[config.mk]
export PLATFORM = sky130hd
export DESIGN_NAME = archive_block_descrambler
export DESIGN_NICKNAME = d
export VERILOG_FILES = /design/src/abd_pkg.sv /design/src/archive_block_descrambler.sv
export VERILOG_INCLUDE_DIRS = /design/src /design/src/src
export SDC_FILE = /design/constraint.sdc
export NUM_CORES = 1
export LEC_CHECK = 0
export ABC_CLOCK_PERIOD_IN_PS = 4300
export BUFFER_PORTS_ARGS = -buffer_cell sky130_fd_sc_hd__buf_2
export CORE_MARGIN = 2
export CORE_UTILIZATION = 52
export CTS_CLUSTER_DIAMETER = 40
export CTS_CLUSTER_SIZE = 24
export DETAILED_ROUTE_END_ITERATION = 10
export PLACE_DENSITY_LB_ADDON = 0.2
export SYNTH_ARGS = -nofsm -noshare
export SYNTH_HDL_FRONTEND = slang
export SYNTH_SLANG_ARGS = --single-unit
[constraint.sdc]
create_clock -name clk -period 4.3 [get_ports clk]
set_clock_uncertainty 0.05 [all_clocks]
set_input_delay 0.43 -clock clk [delete_from_list [all_inputs] [get_ports clk]]
set_output_delay 0.43 -clock clk [all_outputs]
set_load 0.03 [all_outputs]
[src/archive_block_descrambler_defines.svh]
// Assertion macros used by the descrambler RTL.
`ifndef ARCHIVE_BLOCK_DESCRAMBLER_DEFINES_SVH
`define ARCHIVE_BLOCK_DESCRAMBLER_DEFINES_SVH

// A property that must hold at every clock edge outside reset.
`define ABD_ASSERT_ALWAYS(label, expr, msg) \
  label: assert property (@(posedge clk) disable iff (!rst_n) (expr)) else $error(msg);

// A condition that must be followed by a consequence at the next clock edge.
`define ABD_ASSERT_NEXT(label, ante, cons, msg) \
  label: assert property (@(posedge clk) disable iff (!rst_n) (ante) |=> (cons)) \
    else $error(msg);

`endif

[src/abd_pkg.sv]
// Constants, tables and block transforms of the archive block descrambler.
package abd_pkg;

  localparam int DATA_W = 64;
  localparam int CFG_AW = 3;
  localparam int CFG_DW = 32;
  localparam logic [4:0] HEADER_BLOCKS = 5'd20;

  // Register indexes of the configuration port.
  localparam logic REG_MODE  = 1'b0;
  localparam logic REG_DIGIT = 1'b1;

  // Operating modes.
  localparam logic [1:0] MODE_HEADER = 2'd0;
  localparam logic [1:0] MODE_MIXED  = 2'd1;
  localparam logic [1:0] MODE_NAME   = 2'd2;

  localparam logic [1:0] MODE_RESET  = MODE_HEADER;
  localparam logic [3:0] DIGIT_RESET = 4'd1;

  // Standard initial permutation, 1-based, bit 1 is the top bit.
  localparam logic [6:0] PERM_IN [64] = '{
    7'd58, 7'd50, 7'd42, 7'd34, 7'd26, 7'd18, 7'd10, 7'd2,
    7'd60, 7'd52, 7'd44, 7'd36, 7'd28, 7'd20, 7'd12, 7'd4,
    7'd62, 7'd54, 7'd46, 7'd38, 7'd30, 7'd22, 7'd14, 7'd6,
    7'd64, 7'd56, 7'd48, 7'd40, 7'd32, 7'd24, 7'd16, 7'd8,
    7'd57, 7'd49, 7'd41, 7'd33, 7'd25, 7'd17, 7'd9,  7'd1,
    7'd59, 7'd51, 7'd43, 7'd35, 7'd27, 7'd19, 7'd11, 7'd3,
    7'd61, 7'd53, 7'd45, 7'd37, 7'd29, 7'd21, 7'd13, 7'd5,
    7'd63, 7'd55, 7'd47, 7'd39, 7'd31, 7'd23, 7'd15, 7'd7
  };

  // Standard final permutation, 1-based.
  localparam logic [6:0] PERM_OUT [64] = '{
    7'd40, 7'd8,  7'd48, 7'd16, 7'd56, 7'd24, 7'd64, 7'd32,
    7'd39, 7'd7,  7'd47, 7'd15, 7'd55, 7'd23, 7'd63, 7'd31,
    7'd38, 7'd6,  7'd46, 7'd14, 7'd54, 7'd22, 7'd62, 7'd30,
    7'd37, 7'd5,  7'd45, 7'd13, 7'd53, 7'd21, 7'd61, 7'd29,
    7'd36, 7'd4,  7'd44, 7'd12, 7'd52, 7'd20, 7'd60, 7'd28,
    7'd35, 7'd3,  7'd43, 7'd11, 7'd51, 7'd19, 7'd59, 7'd27,
    7'd34, 7'd2,  7'd42, 7'd10, 7'd50, 7'd18, 7'd58, 7'd26,
    7'd33, 7'd1,  7'd41, 7'd9,  7'd49, 7'd17, 7'd57, 7'd25
  };

  // Permutation applied to the 32-bit substitution result, 1-based.
  localparam logic [5:0] PERM_ROUND [32] = '{
    6'd16, 6'd7,  6'd20, 6'd21, 6'd29, 6'd12, 6'd28, 6'd17,
    6'd1,  6'd15, 6'd23, 6'd26, 6'd5,  6'd18, 6'd31, 6'd10,
    6'd2,  6'd8,  6'd24, 6'd14, 6'd32, 6'd27, 6'd3,  6'd9,
    6'd19, 6'd13, 6'd30, 6'd6,  6'd22, 6'd11, 6'd4,  6'd25
  };

  // Paired-nibble substitution tables: high nibble from the even group,
  // low nibble from the odd group.
  localparam logic [7:0] SUB_TAB [4][64] = '{
    '{
      8'hef, 8'h03, 8'h41, 8'hfd, 8'hd8, 8'h74, 8'h1e, 8'h47,
      8'h26, 8'hef, 8'hfb, 8'h22, 8'hb3, 8'hd8, 8'h84, 8'h1e,
      8'h39, 8'hac, 8'ha7, 8'h60, 8'h62, 8'hc1, 8'hcd, 8'hba,
      8'h5c, 8'h96, 8'h90, 8'h59, 8'h05, 8'h3b, 8'h7a, 8'h85,
      8'h40, 8'hfd, 8'h1e, 8'hc8, 8'he7, 8'h8a, 8'h8b, 8'h21,
      8'hda, 8'h43, 8'h64, 8'h9f, 8'h2d, 8'h14, 8'hb1, 8'h72,
      8'hf5, 8'h5b, 8'hc8, 8'hb6, 8'h9c, 8'h37, 8'h76, 8'hec,
      8'h39, 8'ha0, 8'ha3, 8'h05, 8'h52, 8'h6e, 8'h0f, 8'hd9
    },
    '{
      8'ha7, 8'hdd, 8'h0d, 8'h78, 8'h9e, 8'h0b, 8'he3, 8'h95,
      8'h60, 8'h36, 8'h36, 8'h4f, 8'hf9, 8'h60, 8'h5a, 8'ha3,
      8'h11, 8'h24, 8'hd2, 8'h87, 8'hc8, 8'h52, 8'h75, 8'hec,
      8'hbb, 8'hc1, 8'h4c, 8'hba, 8'h24, 8'hfe, 8'h8f, 8'h19,
      8'hda, 8'h13, 8'h66, 8'haf, 8'h49, 8'hd0, 8'h90, 8'h06,
      8'h8c, 8'h6a, 8'hfb, 8'h91, 8'h37, 8'h8d, 8'h0d, 8'h78,
      8'hbf, 8'h49, 8'h11, 8'hf4, 8'h23, 8'he5, 8'hce, 8'h3b,
      8'h55, 8'hbc, 8'ha2, 8'h57, 8'he8, 8'h22, 8'h74, 8'hce
    },
    '{
      8'h2c, 8'hea, 8'hc1, 8'hbf, 8'h4a, 8'h24, 8'h1f, 8'hc2,
      8'h79, 8'h47, 8'ha2, 8'h7c, 8'hb6, 8'hd9, 8'h68, 8'h15,
      8'h80, 8'h56, 8'h5d, 8'h01, 8'h33, 8'hfd, 8'hf4, 8'hae,
      8'hde, 8'h30, 8'h07, 8'h9b, 8'he5, 8'h83, 8'h9b, 8'h68,
      8'h49, 8'hb4, 8'h2e, 8'h83, 8'h1f, 8'hc2, 8'hb5, 8'h7c,
      8'ha2, 8'h19, 8'hd8, 8'he5, 8'h7c, 8'h2f, 8'h83, 8'hda,
      8'hf7, 8'h6b, 8'h90, 8'hfe, 8'hc4, 8'h01, 8'h5a, 8'h97,
      8'h61, 8'ha6, 8'h3d, 8'h40, 8'h0b, 8'h58, 8'he6, 8'h3d
    },
    '{
      8'h4d, 8'hd1, 8'hb2, 8'h0f, 8'h28, 8'hbd, 8'he4, 8'h78,
      8'hf6, 8'h4a, 8'h0f, 8'h93, 8'h8b, 8'h17, 8'hd1, 8'ha4,
      8'h3a, 8'hec, 8'hc9, 8'h35, 8'h93, 8'h56, 8'h7e, 8'hcb,
      8'h55, 8'h20, 8'ha0, 8'hfe, 8'h6c, 8'h89, 8'h17, 8'h62,
      8'h17, 8'h62, 8'h4b, 8'hb1, 8'hb4, 8'hde, 8'hd1, 8'h87,
      8'hc9, 8'h14, 8'h3c, 8'h4a, 8'h7e, 8'ha8, 8'he2, 8'h7d,
      8'ha0, 8'h9f, 8'hf6, 8'h5c, 8'h6a, 8'h09, 8'h8d, 8'hf0,
      8'h0f, 8'he3, 8'h53, 8'h25, 8'h95, 8'h36, 8'h28, 8'hcb
    }
  };

  // Initial permutation: result bit i from the top is source bit PERM_IN[i].
  function automatic logic [63:0] perm_in64(input logic [63:0] x);
    logic [63:0] r;
    r = '0;
    for (int i = 0; i < 64; i++) begin
      r[63 - i] = x[6'(64 - int'(PERM_IN[i]))];
    end
    return r;
  endfunction

  // Final permutation.
  function automatic logic [63:0] perm_out64(input logic [63:0] x);
    logic [63:0] r;
    r = '0;
    for (int i = 0; i < 64; i++) begin
      r[63 - i] = x[6'(64 - int'(PERM_OUT[i]))];
    end
    return r;
  endfunction

  // One unkeyed round: expand the right half, substitute, permute, and
  // fold into the left half. The halves are not swapped.
  function automatic logic [63:0] one_round(input logic [63:0] x);
    logic [7:0]  b4, b5, b6, b7;
    logic [5:0]  e [8];
    logic [7:0]  hi, lo;
    logic [31:0] sv, pv;
    b4 = x[31:24];
    b5 = x[23:16];
    b6 = x[15:8];
    b7 = x[7:0];
    e[0] = {b7[0], b4[7:3]};
    e[1] = {b4[4:0], b5[7]};
    e[2] = {b4[0], b5[7:3]};
    e[3] = {b5[4:0], b6[7]};
    e[4] = {b5[0], b6[7:3]};
    e[5] = {b6[4:0], b7[7]};
    e[6] = {b6[0], b7[7:3]};
    e[7] = {b7[4:0], b4[7]};
    sv = '0;
    for (int k = 0; k < 4; k++) begin
      hi = SUB_TAB[k][e[2 * k]];
      lo = SUB_TAB[k][e[2 * k + 1]];
      sv[31 - 8 * k -: 8] = {hi[7:4], lo[3:0]};
    end
    pv = '0;
    for (int k = 0; k < 32; k++) begin
      pv[31 - k] = sv[5'(32 - int'(PERM_ROUND[k]))];
    end
    return x ^ {pv, 32'd0};
  endfunction

  function automatic logic [63:0] decode_block(input logic [63:0] x);
    return perm_out64(one_round(perm_in64(x)));
  endfunction

  // Swap the two nibbles of every byte.
  function automatic logic [63:0] nibble_swap(input logic [63:0] x);
    return ((x >> 4) & 64'h0f0f0f0f0f0f0f0f) | ((x << 4) & 64'hf0f0f0f0f0f0f0f0);
  endfunction

  // Paired swaps applied to the last byte of a shuffled block.
  function automatic logic [7:0] map_last(input logic [7:0] a);
    logic [7:0] r;
    case (a)
      8'h00:   r = 8'h2b;
      8'h2b:   r = 8'h00;
      8'h01:   r = 8'h68;
      8'h68:   r = 8'h01;
      8'h48:   r = 8'h77;
      8'h77:   r = 8'h48;
      8'h60:   r = 8'hff;
      8'hff:   r = 8'h60;
      8'h6c:   r = 8'h80;
      8'h80:   r = 8'h6c;
      8'hb9:   r = 8'hc0;
      8'hc0:   r = 8'hb9;
      8'heb:   r = 8'hfe;
      8'hfe:   r = 8'heb;
      default: r = a;
    endcase
    return r;
  endfunction

  // Byte shuffle: bytes (0 on top) reordered to 3,4,6,0,1,2,5, last mapped.
  function automatic logic [63:0] shuffle_block(input logic [63:0] x);
    return {x[39:32], x[31:24], x[15:8], x[63:56], x[55:48], x[47:40],
            x[23:16], map_last(x[7:0])};
  endfunction

  // Decode cycle of mixed mode from the digit count.
  function automatic logic [4:0] cycle_of(input logic [3:0] d);
    logic [4:0] c;
    if (d < 4'd3) begin
      c = 5'd3;
    end else if (d < 4'd5) begin
      c = {1'b0, d} + 5'd1;
    end else if (d < 4'd7) begin
      c = {1'b0, d} + 5'd9;
    end else begin
      c = {1'b0, d} + 5'd15;
    end
    return c;
  endfunction

endpackage

[src/archive_block_descrambler.sv]
// Top level of the archive block descrambler: counters, decode pipeline, registers.
//
// Decodes a stream of 8-byte archive blocks. Each beat on the in_ channel
// carries one encoded block in in_tdata (first byte in bits 63:56) and a
// first-of-file flag in in_tuser that restarts the block counters. Each input
// beat yields exactly one output beat on the out_ channel, in order.
// Depending on the mode register a block is decoded (permutation, one fixed
// round, final permutation), nibble-swapped and decoded, byte-shuffled, or
// passed unchanged. The decision is made from the counters when the beat is
// taken; the transform runs between the input stage and the output register.
// A block goes from the input stage to the output register, which drives out_tvalid.
// Throughput is one block per cycle while the receiver holds out_tready high.
// If the receiver stalls, the output register holds its beat and the input
// stage takes one more beat before in_tready drops.
// Reset (synchronous, rst_n low) empties both stages, clears the counters, sets mode
// to header-only and the digit count to one. The user must write the registers over
// the APB-style cfg_ port only while no block is in flight; no logic enforces it.
module archive_block_descrambler (
  input  logic                         clk,
  input  logic                         rst_n,
  // Input channel
  input  logic                         in_tvalid,
  output logic                         in_tready,
  input  logic [abd_pkg::DATA_W-1:0]   in_tdata,   // [63:0] data_block
  input  logic                         in_tuser,   // [0] first_block
  // Output channel
  output logic                         out_tvalid,
  input  logic                         out_tready,
  output logic [abd_pkg::DATA_W-1:0]   out_tdata,  // [63:0] plain_block
  // Configuration port
  input  logic                         cfg_psel,
  input  logic                         cfg_penable,
  input  logic                         cfg_pwrite,
  input  logic [abd_pkg::CFG_AW-1:0]   cfg_paddr,
  input  logic [abd_pkg::CFG_DW-1:0]   cfg_pwdata,
  output logic [abd_pkg::CFG_DW-1:0]   cfg_prdata,
  output logic                         cfg_pready
);

  import abd_pkg::*;

  `include "archive_block_descrambler_defines.svh"

  typedef enum logic [1:0] {
    OP_PASS,
    OP_DECODE,
    OP_NAME_DECODE,
    OP_SHUFFLE
  } op_t;

  logic [1:0]        mode_r;
  logic [3:0]        digit_count_r;
  logic [4:0]        block_index_r, block_index_nxt;
  logic [4:0]        cycle_residue_r, cycle_residue_nxt;
  logic [2:0]        shuffle_count_r, shuffle_count_nxt;

  logic              s1_valid_r;
  logic [DATA_W-1:0] s1_data_r;
  op_t               s1_op_r, op_nxt;

  logic              out_valid_r;
  logic [DATA_W-1:0] out_data_r, out_data_nxt;

  logic              cfg_write;
  logic              in_fire;
  logic              out_load;
  logic [4:0]        bi, cr;
  logic [2:0]        sc;
  logic [4:0]        cyc;
  logic [5:0]        cr_inc;
  logic [DATA_W-1:0] dec_src;

  // Configuration registers.
  assign cfg_pready = 1'b1;
  assign cfg_write  = cfg_psel && cfg_penable && cfg_pwrite && cfg_pready;

  always_ff @(posedge clk) begin
    if (!rst_n) begin
      mode_r        <= MODE_RESET;
      digit_count_r <= DIGIT_RESET;
    end else if (cfg_write) begin
      case (cfg_paddr[2])
        REG_MODE:  mode_r        <= cfg_pwdata[1:0];
        REG_DIGIT: digit_count_r <= cfg_pwdata[3:0];
        default:   mode_r        <= mode_r;
      endcase
    end
  end

  always_comb begin
    case (cfg_paddr[2])
      REG_MODE:  cfg_prdata = {{(CFG_DW-2){1'b0}}, mode_r};
      REG_DIGIT: cfg_prdata = {{(CFG_DW-4){1'b0}}, digit_count_r};
      default:   cfg_prdata = '0;
    endcase
  end

  // Pipeline flow control: the output register loads when empty or drained.
  assign out_load  = s1_valid_r && (!out_valid_r || out_tready);
  assign in_tready = !s1_valid_r || !out_valid_r || out_tready;
  assign in_fire   = in_tvalid && in_tready;

  // Counter update and per-block decision for the accepted beat.
  always_comb begin
    bi     = in_tuser ? 5'd0 : block_index_r;
    cr     = in_tuser ? 5'd0 : cycle_residue_r;
    sc     = in_tuser ? 3'd0 : shuffle_count_r;
    cyc    = cycle_of(digit_count_r);
    cr_inc = {1'b0, cr} + 6'd1;

    shuffle_count_nxt = sc;
    if (mode_r == MODE_NAME) begin
      op_nxt = OP_NAME_DECODE;
    end else if (bi < HEADER_BLOCKS || (mode_r == MODE_MIXED && cr == 5'd0)) begin
      op_nxt = OP_DECODE;
    end else if (mode_r == MODE_MIXED && sc == 3'd7) begin
      op_nxt            = OP_SHUFFLE;
      shuffle_count_nxt = 3'd1;
    end else begin
      op_nxt            = OP_PASS;
      shuffle_count_nxt = sc + 3'd1;
    end

    block_index_nxt   = (bi < HEADER_BLOCKS) ? bi + 5'd1 : bi;
    cycle_residue_nxt = (cr_inc >= {1'b0, cyc}) ? 5'd0 : cr_inc[4:0];
  end

  always_ff @(posedge clk) begin
    if (!rst_n) begin
      block_index_r   <= '0;
      cycle_residue_r <= '0;
      shuffle_count_r <= '0;
    end else if (in_fire) begin
      block_index_r   <= block_index_nxt;
      cycle_residue_r <= cycle_residue_nxt;
      shuffle_count_r <= shuffle_count_nxt;
    end
  end

  // Input stage: encoded block and its operation.
  always_ff @(posedge clk) begin
    if (!rst_n) begin
      s1_valid_r <= 1'b0;
    end else if (in_tready) begin
      s1_valid_r <= in_tvalid;
    end
  end

  always_ff @(posedge clk) begin
    if (in_fire) begin
      s1_data_r <= in_tdata;
      s1_op_r   <= op_nxt;
    end
  end

  // Block transform between the input stage and the output register.
  always_comb begin
    dec_src = (s1_op_r == OP_NAME_DECODE) ? nibble_swap(s1_data_r) : s1_data_r;
    case (s1_op_r)
      OP_DECODE,
      OP_NAME_DECODE: out_data_nxt = decode_block(dec_src);
      OP_SHUFFLE:     out_data_nxt = shuffle_block(s1_data_r);
      default:        out_data_nxt = s1_data_r;
    endcase
  end

  // Output register.
  always_ff @(posedge clk) begin
    if (!rst_n) begin
      out_valid_r <= 1'b0;
    end else if (!out_valid_r || out_tready) begin
      out_valid_r <= s1_valid_r;
    end
  end

  always_ff @(posedge clk) begin
    if (out_load) begin
      out_data_r <= out_data_nxt;
    end
  end

  assign out_tvalid = out_valid_r;
  assign out_tdata  = out_data_r;

  // Checks on counters and pipeline hold behavior.
  `ABD_ASSERT_ALWAYS(a_index_sat, block_index_r <= HEADER_BLOCKS, "block index above header count")
  `ABD_ASSERT_ALWAYS(a_residue_rng, cycle_residue_r <= 5'd29, "cycle residue out of range")
  `ABD_ASSERT_NEXT(a_first_restart, in_fire && in_tuser, block_index_r == 5'd1 && cycle_residue_r == 5'd1, "first block did not restart counters")
  `ABD_ASSERT_NEXT(a_s1_hold, s1_valid_r && !out_load, s1_valid_r && $stable(s1_data_r), "input stage lost a waiting block")

endmodule
### Word-level counts from Yosys, hierarchy flattened

Cells that the tools add are included.

| cells by class | value |
|---|---|
| magnitude comparators | 5 |
| eq/ne operators | 19 |
| bitwise operators | 3 |
| reductions and logical operators | 17 |
| multiplexer cells | 17 |
| add/subtract/negate cells | 6 |

Operator list:

| kind | number |
|---|---|
| 64-bit one-hot mux with 2 select lines | 1 |
| 8-bit one-hot mux with 14 select lines | 1 |
| 32-bit one-hot mux with 2 select lines | 1 |
| 8-bit == test, second input constant | 6 |
| 8-bit by 7-bit == test with 1-bit output, second input constant | 5 |
| 5-bit 2-to-1 mux | 7 |
| 32-bit 2-to-1 mux | 1 |
| 28-bit by 32-bit OR with 32-bit output | 1 |
| 32-bit by 1-bit bitwise XOR with 32-bit output, second input constant | 1 |
| 3-bit 2-to-1 mux | 4 |
| 4-bit by 4-bit adder with 5-bit output, second input constant | 2 |
| 8-bit by 1-bit == test with 1-bit output, second input constant | 1 |
| 8-bit by 6-bit == test with 1-bit output, second input constant | 1 |
| 8-bit logical NOT | 1 |
| 4-bit by 3-bit less-than comparator with 1-bit output, second input constant | 2 |
| 5-bit by 1-bit adder with 6-bit output, second input constant | 1 |
| 2-bit == test, second input constant | 3 |
| 6-bit by 5-bit greater-or-equal comparator with 1-bit output | 1 |
| 1-bit logical AND | 6 |
| 4-bit by 1-bit adder with 5-bit output, second input constant | 1 |
| 5-bit by 1-bit adder with 5-bit output, second input constant | 1 |
| 5-bit logical NOT | 1 |
| 5-bit less-than comparator, second input constant | 1 |
| 2-bit by 1-bit == test with 1-bit output, second input constant | 2 |
| 9 further kinds | 15 |

| word-level totals | value |
|---|---|
| output and inout bits | 99 |
| register bits | 151 |
| word-level logic and storage cells | 77 |

### Logic depth before layout (Yosys ltp)

| depth | value |
|---|---|
| depth in word-level cells | 6 |
| gate-level depth with buffers | 14 |
| gate-level depth less buffers | 13 |

### Least setup slack after synthesis

Ideal clock, no wire load.

| path | value |
|---|---|
| path type | register to register |
| from | register out_valid_r, in the netlist out_tvalid |
| to | register out_data_r[0], in the netlist out_tdata[0], enable pin |
| clock period less this slack | 3975 ps |
| data arrival time | 3432 ps |
| buffers on the path | 0 |
| stages on the path, launching flop included | 3 |
| library setup time | 494 ps |
| slack | 325 ps |
| cells stage by stage | dfxtp_1 > nor2b_1 > nor2b_1 |

| on the way | value |
|---|---|
| longest elaborated chain between the ends | 3 |

RTL lines:

| what | line | text |
|---|---|---|
| from (decl) | archive_block_descrambler.sv:61 | `logic out_valid_r;` |
| from (signal assigned) | archive_block_descrambler.sv:172 | `out_valid_r <= s1_valid_r;` |
| 1-bit logical NOT | archive_block_descrambler.sv:99 | `assign out_load = s1_valid_r && (!out_valid_r \|\| out_tready);` |
| 1-bit logical OR | archive_block_descrambler.sv:99 |  |
| 1-bit logical AND | archive_block_descrambler.sv:99 |  |
| named net out_load | archive_block_descrambler.sv:66 | `logic out_load;` |
| to (signal assigned) | archive_block_descrambler.sv:178 | `out_data_r <= out_data_nxt;` |
| to (decl) | archive_block_descrambler.sv:62 | `logic [DATA_W-1:0] out_data_r, out_data_nxt;` |

The timed path passes the listed nets, and every way through them passes these cells.
A chain may end at the register's enable or synchronous reset.

### Worst setup path after layout

| path | value |
|---|---|
| from | register digit_count_r[1] |
| to | register cycle_residue_r[1] |

| on the way | value |
|---|---|
| longest elaborated chain between the ends | 6 |

RTL lines:

| what | line | text |
|---|---|---|
| from (decl) | archive_block_descrambler.sv:52 | `logic [3:0] digit_count_r;` |
| from (signal assigned) | archive_block_descrambler.sv:84 | `REG_DIGIT: digit_count_r <= cfg_pwdata[3:0];` |
| 4-bit by 4-bit adder with 5-bit output (tied with other cells) | abd_pkg.sv:198 | `c = {1'b0, d} + 5'd15;` |
| 5-bit 2-to-1 mux | abd_pkg.sv:195 | `end else if (d < 4'd7) begin` |
| 5-bit 2-to-1 mux | abd_pkg.sv:193 | `end else if (d < 4'd5) begin` |
| 5-bit 2-to-1 mux * | abd_pkg.sv:191 | `if (d < 4'd3) begin` |
| 6-bit by 5-bit greater-or-equal comparator with 1-bit output * | archive_block_descrambler.sv:125 | `cycle_residue_nxt = (cr_inc >= {1'b0, cyc}) ? 5'd0 : cr_inc[4:0];` |
| 5-bit 2-to-1 mux * | archive_block_descrambler.sv:125 |  |
| to (signal assigned) | archive_block_descrambler.sv:135 | `cycle_residue_r <= cycle_residue_nxt;` |
| to (decl) | archive_block_descrambler.sv:54 | `logic [4:0] cycle_residue_r, cycle_residue_nxt;` |

Mark *: on every way between the ends. The rest lies on a longest branch, timed or not.

==> metrics.md <==
| Metric | Value |
|---|---|
| Share of synthesized cell area in full adder, half adder and majority cells | `0.0301` |
| Max-Slew Margin vs Limit | `0.302` |
| Highest clock rate | `348 MHz` |
| Worst hold-check slack | `0.127 ns` |
| Switching part of the total | `0.245` |
| Skew-Pair Late Insertion Delay | `0.42 ns` |
| Clock power share | `0.402` |
| Instance area at placement | `0.00765 mm²` |
| Cell row count | `42` |
| Total wire length | `14000 µm` |
| Final HPWL from detailed placement | `9320 µm` |
| Initial antenna violation count | `2` |
| Maximum number of pins on one net before global-route repair | `55` |
| Via count | `4796` |
| Arrival time reported for the critical path endpoint | `3.17 ns` |
| Global route total overflow | `0` |
| Maxcap violations | `0` |
| Multiplexer area fraction after synthesis | `0.0309` |
| Area of the die | `0.0142 mm²` |
| Status | `complete, no violations` |
| Core footprint | `0.0131 mm²` |
| Worst slack after detailed placement | `1.50 ns` |
| Comb pwr share | `0.090` |
| Avg Synthesized Cell Area | `12.7 µm²` |
| Most area-consuming cells after synthesis | `sky130_fd_sc_hd__edfxtp_1, sky130_fd_sc_hd__dfxtp_1, sky130_fd_sc_hd__a22o_1, sky130_fd_sc_hd__buf_4, sky130_fd_sc_hd__mux2i_1` |
| Unique cell type count in the Yosys netlist | `64` |
| DRC violation count after routing | `0` |
| Critical path class | `flip-flop to flip-flop` |
| Static power due to leakage | `3.33 nW` |
| Number of H-tree levels | `4` |
| Iter 0 DRT Violations | `390` |
| Launching instance or port of the critical path | `digit_count_r[1]` |
| Reg2reg setup slack | `1.43 ns` |
| Wirelength per Cell | `16.1 µm` |
| Final clock period utilization by the worst path | `0.668` |
| Post-route antenna net violation count | `0` |
| Capturing element type of the critical path | `flip-flop` |
| RSZ-0062 raised after global routing | `false` |
| Dominant combinational cell family by area after synthesis | `compound AO/OA/AOI/OAI gates` |
| Top library cells by usage in the layout, fill and taps aside | `sky130_fd_sc_hd__buf_2, sky130_fd_sc_hd__edfxtp_1, sky130_fd_sc_hd__a22o_1` |
| Number of enable-type register cells in the synthesized netlist | `130` |
| Worst Slack Setup Final | `1.43 ns` |
| Combined area of the multi-input logic cells | `0.00227 mm²` |
| Resized Gates After CTS | `0` |
| Simple-gate share of the synthesized area | `0.0991` |
| Leading cell type in the layout, fill and taps excluded | `sky130_fd_sc_hd__buf_2` |
| R2R cell count | `13` |
| Number of buffers created by CTS | `17` |
| Power per cell area | `414 mW/mm²` |
| Register area | `0.00432 mm²` |
| TritonCTS clock tree | `done` |
| Buffers from clock root to sink, at most | `2` |
| Worst min path class | `primary input to flip-flop` |
| Startpoint class of the critical path | `flip-flop` |
| Global-route wire length before repair | `22300 µm` |
| Net Switching | `0.831 mW` |
| Number of clock sinks | `151` |
| Compound-Gate Fraction of Synth Area | `0.141` |
| Ports placed on the boundary | `206` |
| Least-Margin Pin Slew | `1.05 ns` |
| Prevailing post-synth register cell | `sky130_fd_sc_hd__edfxtp_1` |
| Required time worst endpoint | `4.60 ns` |
| Final hold viol count | `0` |
| Number of buffers inserted by port buffering | `146` |
| Area Overhead vs Synth | `18.8%` |
| Count of filler cells inserted in the layout | `1009` |
| Number of post-CTS setup repair buffers | `0` |
| Xor and xnor fraction of the mapped netlist area | `0.0102` |
| Synth async-reset ratio | `0` |
| Fraction of the core area covered by cells at the end of the flow | `0.626` |
| Syn Std Cell Area | `0.00689 mm²` |
| Drt pass-1 iters | `5` |
| Reg2Reg Launch Point | `digit_count_r[1]` |
| Number of warnings issued by yosys | `0` |
| Setup violations, final | `0` |
| FF-to-FF End | `cycle_residue_r[1]` |
| Starting Density | `0.527` |
| Die Span Y | `119 µm` |
| Cell type with the largest total area after synthesis | `sky130_fd_sc_hd__edfxtp_1` |
| Part of the Yosys area used for sequential elements | `0.628` |
| Worst setup path endpoint | `cycle_residue_r[1]` |
| Highest fanout seen on the critical path | `9` |
| Width of the chip | `119 µm` |
| DR vias/cell | `5.53` |
| Number of nets in the layout | `801` |
| Max-slew violation total from the final report | `0` |
| Internal power consumption | `2.56 mW` |
| Clock period minus final worst setup slack | `2.87 ns` |
| Register share of total power | `0.508` |
| Clock transition at the registers of the reported paths | `0.06 ns` |
| Design Area, Final | `0.00819 mm²` |
| Yosys top cell area share | `0.567` |
| Max IR drop VDD | `0.319 mV` |
| Gate count of the mapped netlist | `541` |
| Post-CTS Hold Buffers | `0` |
| Cell chosen for the clock root | `sky130_fd_sc_hd__clkbuf_16` |
| Via count of the first global-routing pass | `4540` |
| Fraction of final layout cells with drive strength greater than 1 | `0.278` |
| Final-layout setup total negative slack | `0 ns` |
| Combined global-route utilization of all metal layers | `0.204` |
| Global placement routability congestion | `0.875` |
| Flip-flop and latch count after synthesis | `151` |
-- worst min path at each step --
stage	slack [ns]	to	cells after the start	start
2_1_floorplan	0.38	shuffle_count_r[1]	2	shuffle_count_r[1]
3_3_place_gp	0.38	shuffle_count_r[1]	2	shuffle_count_r[1]
3_5_place_dp	0.40	shuffle_count_r[2]	2	shuffle_count_r[2]
4_1_cts	0.11	s1_data_r[43]	1	in_tdata[43]
5_1_grt	0.11	s1_data_r[25]	1	in_tdata[25]
6_report	0.13	s1_data_r[23]	1	in_tdata[23]
-- cell type report --
class,instances,area share
antenna,2,0.000611
tap,176,0.0269
clock buffer,19,0.0529
multi-input combinational,339,0.277
sequential,151,0.528
timing repair buffer,150,0.0929
inverter,19,0.00871
clock inverter,12,0.0127
-- flip-flops by register name (all words and copies together), names as in the netlist --
name and flops:
block_index_r 5, cycle_residue_r 5, digit_count_r 4, mode_r 2, out_tdata 64, out_tvalid 1, s1_data_r 64, s1_op_r 2
s1_valid_r 1, shuffle_count_r 3
-- metal layers --
layer | vias up | share of wire | track usage
met2 | 222 | 0.48 | 0.329
met4 | 0 | 0.022 | 0.0923
met3 | 27 | 0.084 | 0.0551
li1 | 2268 | - | -
met1 | 2279 | 0.41 | 0.258
met5 | - | 0 | 0
-- critical path, stage by stage (launching register included) --
cell and delay, ns:
sky130_fd_sc_hd__dfxtp_1 0.39, sky130_fd_sc_hd__a31oi_1 0.30, sky130_fd_sc_hd__inv_1 0.11, sky130_fd_sc_hd__ha_1 0.29, sky130_fd_sc_hd__a21o_1 0.18, sky130_fd_sc_hd__a21oi_1 0.24, sky130_fd_sc_hd__nor3_1 0.09, sky130_fd_sc_hd__a21oi_1 0.14
sky130_fd_sc_hd__o22a_1 0.16, sky130_fd_sc_hd__ha_1 0.22, sky130_fd_sc_hd__o21ai_0 0.15, sky130_fd_sc_hd__o21a_1 0.24, sky130_fd_sc_hd__a22oi_1 0.14, sky130_fd_sc_hd__nor2_1 0.11
-- stage by stage --
stage          std cells  power [mW]
6_report             868        3.39
2_1_floorplan        568        1.98
3_5_place_dp         835        2.06
5_1_grt              867        3.51
3_3_place_gp         835        2.05
4_1_cts              866        3.42
-- synth_stat cells (all sizes together), types with 3 or more instances --
library cell,instances
buf,36
a21o,4
mux2i,19
o211ai,3
or3,3
o21ai,26
ha,15
nand4,7
a22oi,6
inv,18
nand3,9
xnor2,4
nor2b,11
or4,5
edfxtp,130
and2,4
nand2,37
nand3b,5
a211oi,4
a21oi,14
clkbuf,23
nor4,3
nand2b,4
xor2,4
o21a,3
dfxtp,21
nor3,6
a31oi,7
a22o,44
nor2,32
-- power groups by stage --
stage / clock network [mW] / registers, mW / logic (mW)
finish: 1.36 / 1.72 / 0.307
global route: 1.45 / 1.73 / 0.332
CTS: 1.39 / 1.72 / 0.307
detailed placement: 0 / 1.75 / 0.306
global placement: 0 / 1.75 / 0.299
floorplan: 0 / 1.80 / 0.181
-- cell families (layout without fill, tap and decap cells) --
family	after synthesis	in the layout
DFF	151	151
and+or+nand+nor	134	134
AOI/OAI and AO/OA	131	131
buffers and inverters	78	200
muxes	21	21
adders and majority gates	16	16
xor gates and xnor gates	8	8
other	2	31
Power figures use the tool's default switching activity.
